**config.mk**
```make
export PLATFORM = sky130hd
export DESIGN_NAME = kwsi_ctrl
export DESIGN_NICKNAME = d
export VERILOG_FILES = /design/src/sv/kwsi_pkg.sv /design/src/sv/kwsi_ctrl.sv
export SDC_FILE = /design/constraint.sdc
export NUM_CORES = 1
export LEC_CHECK = 0
export BUFFER_PORTS_ARGS = -buffer_cell sky130_fd_sc_hd__buf_2
export CAP_MARGIN = 40
export CORE_MARGIN = 2
export CORE_UTILIZATION = 45
export CTS_CLUSTER_DIAMETER = 200
export DETAILED_ROUTE_END_ITERATION = 10
export GPL_TIMING_DRIVEN = 0
export PLACE_DENSITY = 0.61
export SLEW_MARGIN = 10
export SYNTH_ARGS = -nofsm -noshare
export SYNTH_HDL_FRONTEND = slang
export SYNTH_SLANG_ARGS = --single-unit
```
**constraint.sdc**
```tcl
create_clock -name clk_i -period 4.7 [get_ports clk_i]
set_clock_uncertainty 0.1 [all_clocks]
set_input_delay 0 -clock clk_i [delete_from_list [all_inputs] [get_ports clk_i]]
set_output_delay 0 -clock clk_i [all_outputs]
set_load 0.005 [all_outputs]
```
**src/sv/kwsi_pkg.sv**
```systemverilog
// ----------------------------------------------------------------------------
// kwsi_pkg
// Shared types, constants and exponential weight tables for the scattered
// point interpolator.
// ----------------------------------------------------------------------------
package kwsi_pkg;

  localparam int unsigned MAX_POINTS  = 4096;
  localparam int unsigned INT_STEPS   = 23;
  localparam int unsigned FRAC_STEPS  = 16;
  localparam int unsigned FRAC_STAGES = FRAC_STEPS;
  localparam int unsigned SQRT_STAGES = 32;
  localparam int unsigned DIV_STAGES  = 48;
  localparam int unsigned PIPE_LAT    = SQRT_STAGES + DIV_STAGES + FRAC_STAGES + 12;
  localparam int unsigned DRAIN_W     = $clog2(PIPE_LAT + 1);

  localparam logic [31:0] DEFAULT_HEIGHT     = 32'hFFFF_FA00;
  localparam logic [31:0] NEAR_RADIUS_RESET  = 32'hFFFF_FF00;
  localparam logic [30:0] FAR_RADIUS_RESET   = 31'd128000;
  localparam logic [30:0] DECAY_LENGTH_RESET = 31'd2560;

  typedef enum logic [1:0] {
    KIND_LOAD  = 2'd0,
    KIND_QUERY = 2'd1,
    KIND_CLEAR = 2'd2
  } kind_e;

  typedef enum logic [2:0] {
    ST_NEAR     = 3'd0,
    ST_WEIGHTED = 3'd1,
    ST_DEFAULT  = 3'd2,
    ST_LOADED   = 3'd3,
    ST_FULL     = 3'd4,
    ST_CLEARED  = 3'd5
  } status_e;

  typedef enum logic [1:0] {
    CFG_NEAR  = 2'd0,
    CFG_FAR   = 2'd1,
    CFG_DECAY = 2'd2
  } cfg_idx_e;

  typedef struct packed {
    logic [1:0]         kind;
    logic signed [31:0] x_coord;
    logic signed [31:0] y_coord;
    logic signed [31:0] point_height;
  } in_item_t;

  typedef struct packed {
    logic signed [31:0] interp_height;
    logic [2:0]         status;
  } out_item_t;

  typedef struct packed {
    logic [31:0] near_radius;
    logic [30:0] far_radius;
    logic [30:0] decay_length;
  } cfg_t;

  typedef struct packed {
    logic    load_we;
    logic    scan_rd;
    logic    q_latch;
    logic    acc_clr;
    logic    div_start;
    logic    emit_fixed;
    status_e fixed_status;
  } cmd_t;

  typedef struct packed {
    logic div_done;
  } sts_t;

  typedef logic [INT_STEPS-1:0][32:0]  int_tab_t;
  typedef logic [FRAC_STEPS:1][31:0]   frac_tab_t;

  function automatic logic [63:0] exp_neg_pow2(int unsigned k);
    logic [63:0] term;
    logic [63:0] sum;
    term = 64'd1 << 60;
    sum  = term;
    for (int unsigned n = 1; n < 30; n++) begin
      term = (term >> k) / 64'(n);
      if (n[0]) sum = sum - term;
      else sum = sum + term;
    end
    return (sum + (64'd1 << 27)) >> 28;
  endfunction

  function automatic int_tab_t build_int_tab();
    int_tab_t    t;
    logic [63:0] e1;
    logic [63:0] w;
    e1   = exp_neg_pow2(0);
    w    = 64'd1 << 32;
    t[0] = w[32:0];
    for (int unsigned n = 1; n < INT_STEPS; n++) begin
      w    = (w * e1 + (64'd1 << 31)) >> 32;
      t[n] = w[32:0];
    end
    return t;
  endfunction

  function automatic frac_tab_t build_frac_tab();
    frac_tab_t   t;
    logic [63:0] e;
    for (int unsigned k = 1; k <= FRAC_STEPS; k++) begin
      e    = exp_neg_pow2(k);
      t[k] = e[31:0];
    end
    return t;
  endfunction

  localparam int_tab_t  INT_TAB  = build_int_tab();
  localparam frac_tab_t FRAC_TAB = build_frac_tab();

endpackage

```
**src/sv/kwsi_ctrl.sv**
```systemverilog
// ----------------------------------------------------------------------------
// kwsi_ctrl
// Sequencer: load and clear items, point scan, pipeline drain and final divide.
// ----------------------------------------------------------------------------
module kwsi_ctrl import kwsi_pkg::*; #(
  parameter int unsigned MaxPoints = MAX_POINTS,
  localparam int unsigned CntW  = $clog2(MaxPoints + 1),
  localparam int unsigned AddrW = (MaxPoints > 1) ? $clog2(MaxPoints) : 1
) (
  input  logic             clk_i,
  input  logic             rst_ni,
  input  logic             start_i,
  input  logic [1:0]       kind_i,
  input  sts_t             sts_i,
  output logic             busy_o,
  output cmd_t             cmd_o,
  output logic [AddrW-1:0] addr_o
);

  typedef enum logic [3:0] {
    S_IDLE  = 4'b0001,
    S_SCAN  = 4'b0010,
    S_DRAIN = 4'b0100,
    S_DIV   = 4'b1000
  } state_e;

  state_e             state_q, state_d;
  logic [CntW-1:0]    count_q, count_d, idx_q, idx_d;
  logic [DRAIN_W-1:0] drain_q, drain_d;

  always_comb begin
    state_d = state_q;
    count_d = count_q;
    idx_d   = idx_q;
    drain_d = drain_q;
    cmd_o   = '{default: '0, fixed_status: ST_LOADED};
    addr_o  = (state_q == S_IDLE) ? count_q[AddrW-1:0] : idx_q[AddrW-1:0];
    unique case (state_q)
      S_IDLE: begin
        if (start_i) begin
          unique case (kind_e'(kind_i))
            KIND_LOAD: begin
              cmd_o.emit_fixed = 1'b1;
              if (count_q < CntW'(MaxPoints)) begin
                cmd_o.load_we = 1'b1;
                count_d       = count_q + CntW'(1);
              end else begin
                cmd_o.fixed_status = ST_FULL;
              end
            end
            KIND_QUERY: begin
              cmd_o.q_latch = 1'b1;
              cmd_o.acc_clr = 1'b1;
              idx_d         = '0;
              state_d       = S_SCAN;
            end
            KIND_CLEAR: begin
              count_d            = '0;
              cmd_o.emit_fixed   = 1'b1;
              cmd_o.fixed_status = ST_CLEARED;
            end
            default: ;
          endcase
        end
      end
      S_SCAN: begin
        if (idx_q < count_q) begin
          cmd_o.scan_rd = 1'b1;
          idx_d         = idx_q + CntW'(1);
        end else begin
          drain_d = '0;
          state_d = S_DRAIN;
        end
      end
      S_DRAIN: begin
        drain_d = drain_q + DRAIN_W'(1);
        if (drain_q == DRAIN_W'(PIPE_LAT - 1)) begin
          cmd_o.div_start = 1'b1;
          state_d         = S_DIV;
        end
      end
      S_DIV: begin
        if (sts_i.div_done) state_d = S_IDLE;
      end
      default: state_d = S_IDLE;
    endcase
  end

  always_ff @(posedge clk_i or negedge rst_ni) begin
    if (!rst_ni) begin
      state_q <= S_IDLE;
      count_q <= '0;
      idx_q   <= '0;
      drain_q <= '0;
    end else begin
      state_q <= state_d;
      count_q <= count_d;
      idx_q   <= idx_d;
      drain_q <= drain_d;
    end
  end

  assign busy_o = (state_q != S_IDLE);

endmodule

```
==> After elaboration in Yosys (flattened, before gate mapping) <==
Index checks and enable logic that the tools add are counted.
{ "op_classes": {"n_reduce_logical": 8, "order_cmp": 2, "multipliers": 0, "n_addsub": 3, "muxes": 30, "n_shift": 0, "div": 0, "n_eq_ne": 15, "bitwise": 0} }
{ "op_table": {"columns": ["op", "count"], "rows": [
  ["13-bit 2-to-1 mux", 4],
  ["13-bit one-hot mux with 2 select lines", 2],
  ["4-bit 2-to-1 mux", 7],
  ["13-bit by 1-bit adder with 13-bit output, second input constant", 2],
  ["4-bit one-hot mux with 4 select lines", 1],
  ["7-bit one-hot mux with 2 select lines", 1],
  ["13-bit less-than comparator", 1],
  ["13-bit less-than comparator, second input constant", 1],
  ["12-bit 2-to-1 mux", 1],
  ["2-bit != test, second input constant", 6],
  ["1-bit 2-to-1 mux", 8],
  ["4-bit one-hot mux with 2 select lines", 1],
  ["4-bit AND reduction", 2],
  ["7-bit by 1-bit adder with 7-bit output, second input constant", 1],
  ["7-bit == test, second input constant", 1],
  ["7-bit 2-to-1 mux", 1],
  ["2-bit 2-to-1 mux", 3],
  ["2-bit nonzero test", 3],
  ["5-bit AND reduction", 1],
  ["4-bit by 1-bit == test with 1-bit output, second input constant", 1],
  ["4-bit by 2-bit == test with 1-bit output, second input constant", 1],
  ["4-bit by 3-bit == test with 1-bit output, second input constant", 1],
  ["4-bit == test, second input constant", 1],
  ["4-bit by 1-bit != test with 1-bit output, second input constant", 1],
  ["6 further kinds", 6]
]} }
{ "word_totals": {"mem_bits_ro": 0, "inputBits": 6, "latchBits": 0, "regBits": 37, "ramBits": 0, "word_cells": 62, "n_memories": 0, "out_inout_bits": 22} }

==> Depth between registers and ports, before layout <==
{ "depth": {"ltp_word": 5, "mapped_depth": 9, "mapped_depth_nobuf": 8} }

==> Worst setup path before layout <==
OpenSTA, ideal clock, no wires.
{ "synth_path": {"kind": "register to register", "startpoint": "reg state_q[3]", "endpoint": "reg idx_q[2]", "stages_incl_launch_ff": 8, "period_less_slack_ps": 2205, "required_ps": 4474, "arrival_time_ps": 1979, "path_buffers": 2, "setup_time_ps": 126, "slack_ps": 2495, "path_cell_list": "dfrtp_1 -> or4b_1 -> buf_6 -> nor2_4 -> o2111a_4 -> a21oi_2 -> buf_6 -> a221o_1"} }
{ "synth_between": {"elab_chain_len": 3} }
{ "synth_lines": {"columns": ["item", "line", "source"], "rows": [
  ["start, declared", "kwsi_ctrl.sv:27", "state_e state_q, state_d;"],
  ["start signal, assigned", "kwsi_ctrl.sv:96", "state_q <= state_d;"],
  ["4-bit by 2-bit == test with 1-bit output / 4-bit by 1-bit == test with 1-bit output (equally long branches)", "kwsi_ctrl.sv:38", "unique case (state_q)"],
  ["2-bit != test (no line) (tied with other cells)", null, null],
  ["4-bit AND reduction (no line)", null, null],
  ["end signal, assigned", "kwsi_ctrl.sv:98", "idx_q <= idx_d;"],
  ["end, declared", "kwsi_ctrl.sv:28", "logic [CntW-1:0] count_q, count_d, idx_q, idx_d;"]
]} }
Parallel ways exist; a longest one is shown, timed or not.
A chain may end at the register's enable or synchronous reset.

==> Final worst setup path <==
{ "layout_path": {"startpoint": "reg state_q[0]", "endpoint": "reg count_q[12]"} }
{ "layout_between": {"elab_chain_len": 2} }
{ "layout_lines": {"columns": ["item", "line", "source"], "rows": [
  ["4-bit by 1-bit == test with 1-bit output", "kwsi_ctrl.sv:38", null],
  ["4-bit AND reduction (no line)", null, null],
  ["end signal, assigned", "kwsi_ctrl.sv:97", "count_q <= count_d;"],
  ["end, declared", "kwsi_ctrl.sv:28", null]
]} }
No other way between the ends.

==> summary.txt <==
Status
  – Outcome: finished clean

Global route
  – Global-route wire length before repair: 9639 µm
  – Global route total overflow: 0
  – Vias in the first global route: 1,987
  – Global-route usage over all layers: 0.2023
  – Initial antenna violation count: 0
  – Largest net degree at the start of global routing: 24

Critical path
  – Reg2reg setup slack: 1.83 ns
  – Element type at the critical path start: flop
  – WP data required: 4.83 ns
  – Worst Path Class, Setup: reg -> reg
  – WP data arrival: 3.00 ns
  – Crit-path max FO: 8
  – Worst setup EP type: flop

Floorplanning
  – I/O pins: 28
  – Total core area: 5172 µm²
  – Site row count: 26
  – Initial Utilization: 0.4746
  – Die Area: 6062 µm²
  – Die Y: 77.86 µm
  – Horiz. Die Dim: 77.86 µm

Synthesis
  – Top-count cell post-synth: dfrtp_1
  – Seq/Total Area, Yosys: 0.3777
  – Syn Area/Cell: 8.862 µm²
  – Synth top area cells: dfrtp_1 37%, ha_1 7.6%, nand2_1 4.9%, o21ai_0 3.9%, nor2_1 3.2%
  – Main synth FF type: dfrtp_1
  – Flops & latches, synth: 37
  – Netlist cell types: 50
  – Post-synth top cells: 36 x dfrtp_1, 32 x nand2_1, 21 x nor2_1
  – Async SR Flop Fraction: 1.000
  – Mapped Cells: 277
  – Post-synth EDFFs: 0
  – Synthesized net count: 298
  – YS warnings: 0
  – Post-synth top area share: 0.3670
  – Biggest area consumer among synthesized cells: dfrtp_1
  – Mapped cell area: 2455 µm²

Place
  – PortBufs: 27
  – Final GP Congestion: 0.8157
  – Placed Cells incl. Taps: 376
  – Pre-CTS setup slack: 1.999 ns
  – Dpl cell area: 2703 µm²
  – Detailed placement HPWL: 4347 µm

Timing
  – Hold Vio Cnt, Final: 0
  – F_max: 0.3485 GHz
  – Slew headroom: 0.4920
  – Min Tclk post-route: 2.870 ns
  – Worst Tran Pin Value: 0.7514 ns
  – Setup TNS: 0 ns
  – Unrepaired setup endpoints after global routing: false
  – Slew Limit Fails: 0
  – Final setup viols: 0
  – Final period util: 0.6106
  – Hold WS: 0.05967 ns
  – Setup ws final: 1.830 ns

Route
  – Wire per inst: 14.87 µm
  – Wirelength, routed: 5768 µm
  – 1st-iter DRT viols: 100
  – Remaining design rule violation count: 0
  – Vias after detailed routing: 2,145
  – Detail Route Antenna Nets: 0
  – Routed vias/inst: 5.528
  – Drt first pass iters: 4

CTS
  – CTS root buf: clkbuf_8
  – CTS clk-pin slew, worst paths: 0.07 ns
  – Htree depth: 2
  – Clock Path Buffers: 2
  – Num Clock Sinks: 37
  – Worst skew pair latency: 0.29 ns
  – Cts bufs inserted: 5
  – CTS tree: done

Power
  – Tot Pwr: 757.4 µW
  – Pwr per Cell Area: 267.4 nW/µm²
  – LEAKAGE: 1.389 nW
  – VDD IR-drop max: 0.0001251 V

Final layout
  – Area Overhead vs Synth: 15.39%
  – Final Cell Area: 2833 µm²
  – # diodes: 0
  – Non-filler instance count after layout: 388
  – Total Nets Final: 338
  – Layout cells sized above 1: 0.1667
  – Final core utilization: 0.5477

Run
  – Max-cap check violation count: 0

Min path
  – Hold Path Class: in -> async
worst paths after layout:
kind | cells past startpoint | startpoint | endpoint
worst max register to register | 7 | state_q[0]$_DFFE_PN1P_ | count_q[12]$_DFFE_PN0P_
worst min register to register | 1 | drain_q[0]$_DFFE_PN0P_ | drain_q[0]$_DFFE_PN0P_
max in group asynchronous | 3 | rst_ni | state_q[0]$_DFFE_PN1P_
worst max-delay path | 7 | state_q[0]$_DFFE_PN1P_ | count_q[12]$_DFFE_PN0P_
worst min-delay path | 2 | rst_ni | count_q[11]$_DFFE_PN0P_
min in group clk_i | 5 | kind_i[0] | count_q[0]$_DFFE_PN0P_
registers in the layout, indices dropped and copies added (netlist names):
register / cells
count_q: 13
drain_q: 7
idx_q: 13
state_q: 4
routing by layer:
layer,vias to the layer above,track usage,part of all wire
li1,1090,-,-
met1,1019,0.2960,0.52
met2,27,0.3009,0.44
met3,9,0.03721,0.026
met4,0,0.06429,0.014
met5,-,0,0
repair_timing:
item                      4_1_cts  5_1_grt
gates resized for setup         0        0
hold buffers                    4        0
hold endpoints to repair       39        0
setup buffers                   0        0
worst max-delay path, cell delays in order (launching register included):
cell	delay (ns)
dfstp_2	0.59
nor4b_4	0.39
inv_2	0.12
nor4b_1	0.34
nand4_1	0.25
nor4_1	0.28
a2bb2oi_1	0.18
dlygate4sd3_1	0.55
layout make-up:
type	instances	area [µm²]
fillers	481	2340
well taps	70	87.58
clock buffers	8	90.09
inverters	21	78.83
multi-input cells	209	1386
plain buffers	10	62.56
repair buffers	33	200.2
flip-flops and latches	37	927.1
where the power goes:
part           switching [mW]  internal, mW  total (mW)
combinational           0.102        0.0625       0.164
sequential             0.0232         0.336       0.359
clock                   0.114         0.120       0.234
total                   0.239         0.518       0.757
kinds of logic after synthesis:
kind of cell / count (synthesis) / synth area share
simple gates: 119 / 0.2671
compound gates: 64 / 0.1799
flops: 37 / 0.3777
buf+inv: 31 / 0.05759
fa+ha+maj: 15 / 0.07645
xor+xnor: 9 / 0.03211
mux: 2 / 0.009174
cells in the final DEF (no fill, tap or decap), types with 2 or more instances in the layout:
cell type      netlist  routed
nand4_1             10      10
a22oi_1              2       2
nor2_1              21      21
o21ai_0             19      19
a211oi_1             4       4
or3_1                2       2
buf_2                2      30
and3_1              10      10
inv_1               20      20
nor4b_1              6       6
a21o_1               3       3
dfrtp_1             36      36
a221o_1              5       5
nor3_1               8       8
a31oi_1              3       3
ha_1                15      15
a41o_1               2       2
clkbuf_8             0       6
nor3b_1              3       3
a21oi_1             11      11
or2_2                2       2
buf_4                2       2
buf_6                2       2
clkbuf_1             4       6
nor2b_1              4       4
and4_1               4       4
and2_1               2       2
nand2_1             32      32
o31ai_1              3       3
mux2_2               2       2
o22a_1               2       2
nand3_1              8       8
xnor2_1              9       9
dlygate4sd3_1        0       4
a211o_1              2       2
(Power assumes the default switching activity.)
